**src/rtl/lgfr_pkg.sv**
```systemverilog
`timescale 1ns / 1ps
package lgfr_pkg;

    // Grid geometry
    localparam int GRID       = 8;
    localparam int ROW_STRIDE = 8;
    localparam int INNER      = GRID - 2;
    localparam int FRAME_W    = 64;
    localparam int LEVEL_W    = 16;
    localparam int PHASE_W    = 3;
    localparam int STYLE_W    = 2;

    // Scaled count: up to INNER*INNER dots
    localparam int Q_W   = $clog2(INNER * INNER + 1);
    localparam int NUM_W = LEVEL_W + Q_W;
    localparam int DSH_W = LEVEL_W + Q_W - 1;

    // Configuration register indexes
    localparam int CFG_IDX_W = 2;
    localparam logic [CFG_IDX_W-1:0] CFG_RANGE_LOW  = 2'd0;
    localparam logic [CFG_IDX_W-1:0] CFG_RANGE_HIGH = 2'd1;
    localparam logic [CFG_IDX_W-1:0] CFG_STYLE      = 2'd2;

    // Display styles
    localparam logic [STYLE_W-1:0] STYLE_WARN_ONLY = 2'd1;
    localparam logic [STYLE_W-1:0] STYLE_DOTS      = 2'd3;

    // Reset values of the range registers
    localparam logic signed [LEVEL_W-1:0] RANGE_LOW_RST  = 16'sd0;
    localparam logic signed [LEVEL_W-1:0] RANGE_HIGH_RST = 16'sd1000;

    typedef struct packed {
        logic start;
        logic dots;
    } div_req_t;

    typedef struct packed {
        logic busy;
        logic done;
    } div_stat_t;

    // Border plus interior for one frame that is not blank.
    function automatic logic [FRAME_W-1:0] render_frame(
        input logic               warn,
        input logic               dots,
        input logic [PHASE_W-1:0] phase,
        input logic [Q_W-1:0]     count
    );
        logic [FRAME_W-1:0] f;
        logic [PHASE_W:0]   y;
        logic               show;
        int                 prior;
        int                 k;
        f = '0;
        // left and right columns, bottom row
        for (int r = 0; r < GRID - 1; r++) begin
            f[r*ROW_STRIDE]            = 1'b1;
            f[r*ROW_STRIDE + GRID - 1] = 1'b1;
        end
        for (int c = 0; c < GRID; c++) begin
            f[(GRID-1)*ROW_STRIDE + c] = 1'b1;
        end
        show = 1'b1;
        // falling block while warned
        if (warn) begin
            y = {1'b0, phase} + 1'b1;
            for (int r = 1; r <= GRID - 2; r++) begin
                if (r >= int'(y)) begin
                    for (int c = 1; c <= INNER; c++) begin
                        f[r*ROW_STRIDE + c] = 1'b1;
                    end
                end
            end
            show = dots && (int'(y) >= GRID - 1);
        end
        if (show) begin
            if (!dots) begin
                // whole rows from the bottom
                for (int r = 1; r <= GRID - 2; r++) begin
                    if (int'(count) >= GRID - 1 - r) begin
                        for (int c = 1; c <= INNER; c++) begin
                            f[r*ROW_STRIDE + c] = 1'b1;
                        end
                    end
                end
            end else begin
                // dots row by row from the bottom, each row from the left
                for (int r = 1; r <= GRID - 2; r++) begin
                    prior = (GRID - 2 - r) * INNER;
                    k = int'(count) - prior;
                    for (int c = 1; c <= INNER; c++) begin
                        if (c <= k) begin
                            f[r*ROW_STRIDE + c] = 1'b1;
                        end
                    end
                end
            end
        end
        return f;
    endfunction

endpackage

```
**src/rtl/lgfr_div.sv**
```systemverilog
`timescale 1ns / 1ps
// Clamp, scale and restoring division of the level, one quotient bit a cycle.
module lgfr_div (
    input  logic                                 aclk,
    input  logic                                 aresetn,
    input  lgfr_pkg::div_req_t                   req,
    input  logic signed [lgfr_pkg::LEVEL_W-1:0]  level,
    input  logic signed [lgfr_pkg::LEVEL_W-1:0]  range_low,
    input  logic signed [lgfr_pkg::LEVEL_W-1:0]  range_high,
    output lgfr_pkg::div_stat_t                  stat,
    output logic [lgfr_pkg::Q_W-1:0]             quotient
);

    localparam logic [2:0] D_IDLE  = 3'd0;
    localparam logic [2:0] D_CLAMP = 3'd1;
    localparam logic [2:0] D_SCALE = 3'd2;
    localparam logic [2:0] D_DIV   = 3'd3;
    localparam logic [2:0] D_DONE  = 3'd4;
    localparam int STEP_W = $clog2(lgfr_pkg::Q_W);
    localparam logic [STEP_W-1:0] STEP_LAST = STEP_W'(lgfr_pkg::Q_W - 1);

    logic [2:0] state_reg, state_next;
    logic [STEP_W-1:0] step_reg, step_next;
    logic dots_reg, dots_next;
    logic ok_reg, ok_next;
    logic signed [lgfr_pkg::LEVEL_W-1:0] v_reg, v_next;
    logic [lgfr_pkg::LEVEL_W-1:0] den_reg, den_next;
    logic [lgfr_pkg::NUM_W-1:0] rem_reg, rem_next;
    logic [lgfr_pkg::DSH_W-1:0] dsh_reg, dsh_next;
    logic [lgfr_pkg::Q_W-1:0] q_reg, q_next;

    logic signed [lgfr_pkg::LEVEL_W:0] span;
    logic signed [lgfr_pkg::LEVEL_W:0] diff_s;
    logic [lgfr_pkg::LEVEL_W-1:0] diff;
    logic [lgfr_pkg::NUM_W-1:0] num;
    logic [lgfr_pkg::NUM_W:0] trial;

    // Datapath: range span, offset from range_low, scaled numerator, trial subtract
    always_comb begin
        span   = {range_high[lgfr_pkg::LEVEL_W-1], range_high}
               - {range_low[lgfr_pkg::LEVEL_W-1], range_low};
        diff_s = {v_reg[lgfr_pkg::LEVEL_W-1], v_reg}
               - {range_low[lgfr_pkg::LEVEL_W-1], range_low};
        diff   = diff_s[lgfr_pkg::LEVEL_W-1:0];
        // times 36 for dots, times 6 for bars
        if (dots_reg) begin
            num = ({{(lgfr_pkg::Q_W){1'b0}}, diff} << 5)
                + ({{(lgfr_pkg::Q_W){1'b0}}, diff} << 2);
        end else begin
            num = ({{(lgfr_pkg::Q_W){1'b0}}, diff} << 2)
                + ({{(lgfr_pkg::Q_W){1'b0}}, diff} << 1);
        end
        trial = {1'b0, rem_reg} - {2'b00, dsh_reg};
    end

    // Sequencer
    always_comb begin
        state_next = state_reg;
        step_next  = step_reg;
        dots_next  = dots_reg;
        ok_next    = ok_reg;
        v_next     = v_reg;
        den_next   = den_reg;
        rem_next   = rem_reg;
        dsh_next   = dsh_reg;
        q_next     = q_reg;
        unique case (state_reg)
            D_IDLE, D_DONE: begin
                if (req.start) begin
                    dots_next  = req.dots;
                    state_next = D_CLAMP;
                end
            end
            D_CLAMP: begin
                ok_next  = range_high > range_low;
                den_next = span[lgfr_pkg::LEVEL_W-1:0];
                priority if (level < range_low) begin
                    v_next = range_low;
                end else if (level > range_high) begin
                    v_next = range_high;
                end else begin
                    v_next = level;
                end
                state_next = D_SCALE;
            end
            D_SCALE: begin
                rem_next   = ok_reg ? num : '0;
                dsh_next   = {den_reg, {(lgfr_pkg::Q_W-1){1'b0}}};
                q_next     = '0;
                step_next  = '0;
                state_next = D_DIV;
            end
            D_DIV: begin
                if (!trial[lgfr_pkg::NUM_W]) begin
                    rem_next = trial[lgfr_pkg::NUM_W-1:0];
                end
                q_next    = {q_reg[lgfr_pkg::Q_W-2:0], ~trial[lgfr_pkg::NUM_W]};
                dsh_next  = dsh_reg >> 1;
                step_next = step_reg + 1'b1;
                if (step_reg == STEP_LAST) begin
                    state_next = D_DONE;
                end
            end
            default: state_next = D_IDLE;
        endcase
    end

    always_ff @(posedge aclk) begin
        if (!aresetn) begin
            state_reg <= D_IDLE;
        end else begin
            state_reg <= state_next;
        end
        step_reg <= step_next;
        dots_reg <= dots_next;
        ok_reg   <= ok_next;
        v_reg    <= v_next;
        den_reg  <= den_next;
        rem_reg  <= rem_next;
        dsh_reg  <= dsh_next;
        q_reg    <= q_next;
    end

    assign stat.done = (state_reg == D_DONE);
    assign stat.busy = (state_reg != D_IDLE) && (state_reg != D_DONE);
    // empty or inverted range scales to zero
    assign quotient  = ok_reg ? q_reg : '0;

endmodule

```
**src/rtl/level_gauge_frame_render.sv**
```systemverilog
`timescale 1ns / 1ps
// Level gauge frame renderer: one 8x8 gauge frame per level sample.
// Input stream s_*: tdata carries the signed 16-bit level, tuser the blank
// and warn flags. Output stream m_*: tdata carries the 64-bit frame, pixel
// (row, column) at bit row*8+column. cfg_* writes range_low (index 0),
// range_high (index 1) and display_style (index 2); it is always ready.
// Each sample passes the clamp, the scaling and the 6-step restoring division
// of the divider, and its frame is then written to the output register and
// shown on m_tvalid. After a sample is taken s_tready stays low until its
// frame is written, so only one sample is in the block at a time.
// The result sits in an output register, so a new sample is taken while an
// earlier frame still waits. If the receiver stalls, a finished frame waits
// in the divider until the output register frees up, and s_tready stays low.
// Reset (aresetn low, synchronous) clears the blink phase, loads the range
// registers with 0 and 1000 and the style with bars, and empties the output.
module level_gauge_frame_render (
    input  logic                              aclk,
    input  logic                              aresetn,
    input  logic                              s_tvalid,
    output logic                              s_tready,
    input  logic [15:0]                       s_tdata,   // [15:0] level
    input  logic [1:0]                        s_tuser,   // [0] blank, [1] warn
    output logic                              m_tvalid,
    input  logic                              m_tready,
    output logic [lgfr_pkg::FRAME_W-1:0]      m_tdata,   // [63:0] frame
    input  logic                              cfg_valid,
    output logic                              cfg_ready,
    input  logic [lgfr_pkg::CFG_IDX_W-1:0]    cfg_index,
    input  logic [15:0]                       cfg_data
);

    localparam logic ST_IDLE = 1'b0;
    localparam logic ST_WAIT = 1'b1;
    localparam logic [lgfr_pkg::PHASE_W-1:0] PHASE_LAST =
        lgfr_pkg::PHASE_W'(lgfr_pkg::GRID - 1);

    logic state_reg, state_next;
    logic signed [lgfr_pkg::LEVEL_W-1:0] range_low_reg, range_high_reg;
    logic [lgfr_pkg::STYLE_W-1:0] style_reg;
    logic [lgfr_pkg::PHASE_W-1:0] phase_reg, phase_next;
    logic signed [lgfr_pkg::LEVEL_W-1:0] level_reg;
    logic blank_reg, warn_reg;
    logic m_tvalid_reg, m_tvalid_next;
    logic [lgfr_pkg::FRAME_W-1:0] m_tdata_reg, m_tdata_next;

    logic s_accept;
    logic out_free;
    logic zero_frame;
    lgfr_pkg::div_req_t div_req;
    lgfr_pkg::div_stat_t div_stat;
    logic [lgfr_pkg::Q_W-1:0] quotient;

    assign s_tready  = (state_reg == ST_IDLE);
    assign s_accept  = s_tvalid && s_tready;
    assign cfg_ready = 1'b1;
    assign out_free  = !m_tvalid_reg || m_tready;

    assign div_req.start = s_accept;
    assign div_req.dots  = (style_reg == lgfr_pkg::STYLE_DOTS);

    lgfr_div u_div (
        .aclk       (aclk),
        .aresetn    (aresetn),
        .req        (div_req),
        .level      (level_reg),
        .range_low  (range_low_reg),
        .range_high (range_high_reg),
        .stat       (div_stat),
        .quotient   (quotient)
    );

    // Blink phase advances on every warned sample that is not blanked
    always_comb begin
        phase_next = phase_reg;
        if (s_accept && s_tuser[1] && !s_tuser[0]) begin
            phase_next = (phase_reg == PHASE_LAST) ? '0 : phase_reg + 1'b1;
        end
    end

    assign zero_frame = blank_reg
                     || ((style_reg == lgfr_pkg::STYLE_WARN_ONLY) && !warn_reg);

    // Control and output register
    always_comb begin
        state_next    = state_reg;
        m_tvalid_next = m_tvalid_reg;
        m_tdata_next  = m_tdata_reg;
        if (m_tvalid_reg && m_tready) begin
            m_tvalid_next = 1'b0;
        end
        unique case (state_reg)
            ST_IDLE: begin
                if (s_accept) begin
                    state_next = ST_WAIT;
                end
            end
            ST_WAIT: begin
                if (div_stat.done && out_free) begin
                    m_tvalid_next = 1'b1;
                    m_tdata_next  = zero_frame ? '0
                        : lgfr_pkg::render_frame(warn_reg, div_req.dots,
                                                 phase_reg, quotient);
                    state_next    = ST_IDLE;
                end
            end
            default: state_next = ST_IDLE;
        endcase
    end

    always_ff @(posedge aclk) begin
        if (!aresetn) begin
            state_reg      <= ST_IDLE;
            m_tvalid_reg   <= 1'b0;
            phase_reg      <= '0;
            range_low_reg  <= lgfr_pkg::RANGE_LOW_RST;
            range_high_reg <= lgfr_pkg::RANGE_HIGH_RST;
            style_reg      <= '0;
        end else begin
            state_reg    <= state_next;
            m_tvalid_reg <= m_tvalid_next;
            phase_reg    <= phase_next;
            // configuration writes
            if (cfg_valid) begin
                unique case (cfg_index)
                    lgfr_pkg::CFG_RANGE_LOW:  range_low_reg  <= cfg_data;
                    lgfr_pkg::CFG_RANGE_HIGH: range_high_reg <= cfg_data;
                    lgfr_pkg::CFG_STYLE:
                        style_reg <= cfg_data[lgfr_pkg::STYLE_W-1:0];
                    default: ;
                endcase
            end
        end
        m_tdata_reg <= m_tdata_next;
        if (s_accept) begin
            level_reg <= s_tdata;
            blank_reg <= s_tuser[0];
            warn_reg  <= s_tuser[1];
        end
    end

    assign m_tvalid = m_tvalid_reg;
    assign m_tdata  = m_tdata_reg;

endmodule

```
**config.mk**
```make
export PLATFORM = sky130hd
export DESIGN_NAME = level_gauge_frame_render
export DESIGN_NICKNAME = d
export VERILOG_FILES = /design/src/rtl/lgfr_pkg.sv /design/src/rtl/lgfr_div.sv /design/src/rtl/level_gauge_frame_render.sv
export SDC_FILE = /design/constraint.sdc
export NUM_CORES = 1
export LEC_CHECK = 0
export ABC_AREA = 1
export ABC_CLOCK_PERIOD_IN_PS = 4200
export BUFFER_PORTS_ARGS = -buffer_cell sky130_fd_sc_hd__buf_2
export CORE_UTILIZATION = 35
export CTS_BUF_LIST = sky130_fd_sc_hd__clkbuf_8 sky130_fd_sc_hd__clkbuf_16
export DETAILED_ROUTE_END_ITERATION = 12
export PLACE_DENSITY_LB_ADDON = 0.1
export SETUP_SLACK_MARGIN = 0.3
export SYNTH_ARGS = -nofsm -noshare
export SYNTH_HDL_FRONTEND = slang
export SYNTH_SLANG_ARGS = --single-unit
```
**constraint.sdc**
```tcl
create_clock -name aclk -period 4.2 [get_ports aclk]
set_input_delay 0.42 -clock aclk [delete_from_list [all_inputs] [get_ports aclk]]
set_output_delay 0.42 -clock aclk [all_outputs]
set_load 0.01 [all_outputs]
```
==> metrics.txt <==
WHS Endpoint=level_reg[15]; Post-CTS Hold Buffers=0; reg2reg setup slack=0.61 ns; Die Y=202 um; fillers=4117; Max Cap Viol=0; required time of the critical path=4.42 ns; Layout Cells excl Fill=2409; I/O Pins=108; Die ar.=40800 um2; Area growth, synth to finish=11.9%; status=finished clean; mapped cell area=14000 um2; critical path, cell by cell=inv_1 > ha_1 > inv_1 > fa_1 > nand3_1 > nand3_1 > nand3_1 > nand3_2 > a21oi_1 > o21bai_1 > xor2_1 > buf_4 > ha_1 > a21oi_1 > inv_1 > a221oi_1 > nand3_1 > nand2_1 > inv_1 > nand2_1 > nand2_1; Syn. warnings=0; Reg power frac=0.252; Tmin final=3.59 ns; Die X=202 um; worst slew pin tran=0.899 ns; Worst Reg2Reg Path Length in Cells=21; grt ovf=0; Detail Route met3 WL=1210 um; DR top layer=met4; slowest stage delay, CP=0.45 ns; Metal-1 WL=18400 um; worst hold path depth=1; # DRC=0; worst hold path type=in -> reg; Ant. Diodes=0; GR Util All Layers=0.191; Tot Pwr=10.4 mW; leading cell type in the layout, fill and taps excluded=nand2_1; cells after synthesis=1800; largest net degree at the start of global routing=56; switch share=0.466; worst-skew pair later-pin latency=0.46 ns; clock power share=0.174; f_max=279 MHz; initial antenna violation count=0; register area=5070 um2; area leader, netlist=edfxtp_1; relative slew slack=0.399; Inst Count DP=2377; ratio of cells with drive above 1 in the final layout=0.125; Routed Antenna Nets=0; post-synthesis sequential area ratio=0.362; via count=12.1k; area of the core=39100 um2; FF-to-FF Start=u_div.v_reg[0]; Hold Path Origin=s_tdata[15]; Final TNS setup=0 ns; DP HPWL=30600 um; Async SR Flop Fraction=0; 1st-pass router iterations=7; syn avg cell area=7.78 um2; met2 WL=18000 um; Final setup viols=0; Routed WL per cell=15.9 um; Leakage=7.04 nW; pwr dens=665 nW/um2; Post-synth EDFFs=141; Crit path arrival time=3.81 ns; Buffers on Ports=100; Layout Skew=0.0117 ns; Worst setup EP type=register; H-Tree Depth=4; max FFs per register=37; first-pass GRT wire length=61100 um; CTS max path bufs=2; crit share post-route=0.855; num rows=72; CTS buffer count=17; RSZ-0062 raised after global routing=true; Net count, final=2060; final hold violations=0; CTS Root Cell=clkbuf_16; maximum fanout along the worst path=6; Main synth FF type=edfxtp_1; Power Internal=5.57 mW; worst ir drop on vdd=0.382 mV; Worst setup SP type=register; CTS Sinks=183; vias per cell=5.01; GPL Wtd Cong=0.889; critical path type=reg -> reg; initial core utilization=0.358; CP max stage cell=fa_1; post-synth cell types=54; area share of the largest cell type after synthesis=0.302; Psw=4.86 mW; Slew Limit Fails=0; routed wire length=38400 um; most frequent cells in the layout=nand2_1 (346), inv_1 (245), a21oi_1 (187), o21ai_0 (166), edfxtp_1 (141); top post-synthesis cells by area=edfxtp_1 (30%), ha_1 (12%), nand2_1 (9.3%); Comb pwr share=0.574; vias in the first global route=11.6k; DRT iter0 DRCs=702; combined area of the multi-input logic cells=7700 um2; Worst-path clk slew=0.08 ns; FF+latch count, synth=183; CTS tree=done; RR Endpoint=u_div.rem_reg[18]
worst max-delay path, delay by kind of cell (launching register included):
| kind | cells | cell delay (ns) |
|---|---|---|
| fa+ha+maj | 3 | 0.93 |
| simple gates | 8 | 0.85 |
| compound gates | 4 | 0.67 |
| buf+inv | 5 | 0.41 |
| flops | 1 | 0.35 |
| xor+xnor | 1 | 0.14 |
synthesized netlist by cell type, types with 3 or more instances:
cell type and n:
a211oi_1 5, a21o_1 5, a21oi_1 187, a21oi_2 4
a31oi_1 19, buf_4 29, clkbuf_1 33, dfxtp_1 42
edfxtp_1 141, fa_1 5, ha_1 136, inv_1 244
inv_2 11, nand2_1 347, nand2_2 24, nand2_4 8
nand3_1 81, nand3_2 6, nand4_1 18, nor2_1 113
nor2_2 14, nor3_1 30, nor4_1 7, o211ai_1 16
o21a_1 4, o21ai_0 167, o21ai_1 10, o21bai_1 6
o221ai_1 3, o31ai_1 6, or2_2 4, xnor2_1 17
xor2_1 28
cell type report:
| cell class | instances | area share |
|---|---|---|
| Timing Repair Buffer | 117 | 0.0401 |
| Inverter | 258 | 0.0621 |
| Clock buffer | 17 | 0.0271 |
| Clock inverter | 15 | 0.0143 |
| Tap cell | 518 | 0.0414 |
| Sequential cell | 183 | 0.324 |
| Multi-Input combinational cell | 1301 | 0.491 |
power groups by stage:
stage | clock network [mW] | logic, mW | registers, mW
detailed placement | 0 | 5.90 | 2.67
CTS | 1.87 | 5.93 | 2.63
floorplan | 0 | 4.47 | 2.62
global route | 1.93 | 6.81 | 2.66
global placement | 0 | 5.89 | 2.66
finish | 1.82 | 5.99 | 2.63
timing repair:
action                                  in CTS  in global routing
endpoints found under the setup margin       0                  7
endpoints found under the hold margin        0                  0
resized for setup                            0                  6
setup buffers                                0                  0
cells by family (layout without fill, tap and decap cells):
family | count (synthesis) | after routing | synth area share
compound gates | 448 | 448 | 0.176
xor+xnor | 47 | 47 | 0.0313
fa+ha+maj | 141 | 141 | 0.129
buf+inv | 321 | 407 | 0.0941
flops | 183 | 183 | 0.362
other cells | 2 | 7 | 0.000536
simple gates | 658 | 658 | 0.207
per-layer routing:
metal  track usage  up-vias
li1              -     6240
met1         0.249     5562
met2         0.323      216
met3        0.0269       52
met4        0.0676        0
met5             0        -
through the flow:
stage          hold slack, ns  instance area (um2)   util  worst slack (ns)
2_1_floorplan           0.437                14000      -             0.871
3_3_place_gp            0.496                15000  0.383             0.595
3_5_place_dp            0.491                15000  0.383             0.561
4_1_cts                 0.103                15600  0.400             0.566
5_1_grt                 0.109                15700  0.401             0.294
6_report                0.130                15700  0.401             0.610
worst max-delay path by stage:
stage	end	cells after the start	start
after detailed placement	u_div.rem_reg[20]	24	u_div.v_reg[0]
after floorplan	u_div.rem_reg[18]	20	u_div.v_reg[0]
after global routing	u_div.rem_reg[19]	21	u_div.v_reg[0]
after global placement	u_div.rem_reg[20]	24	u_div.v_reg[0]
after CTS	u_div.rem_reg[20]	24	u_div.v_reg[0]
final	u_div.rem_reg[18]	21	u_div.v_reg[0]
Power figures use the tool's default switching activity.
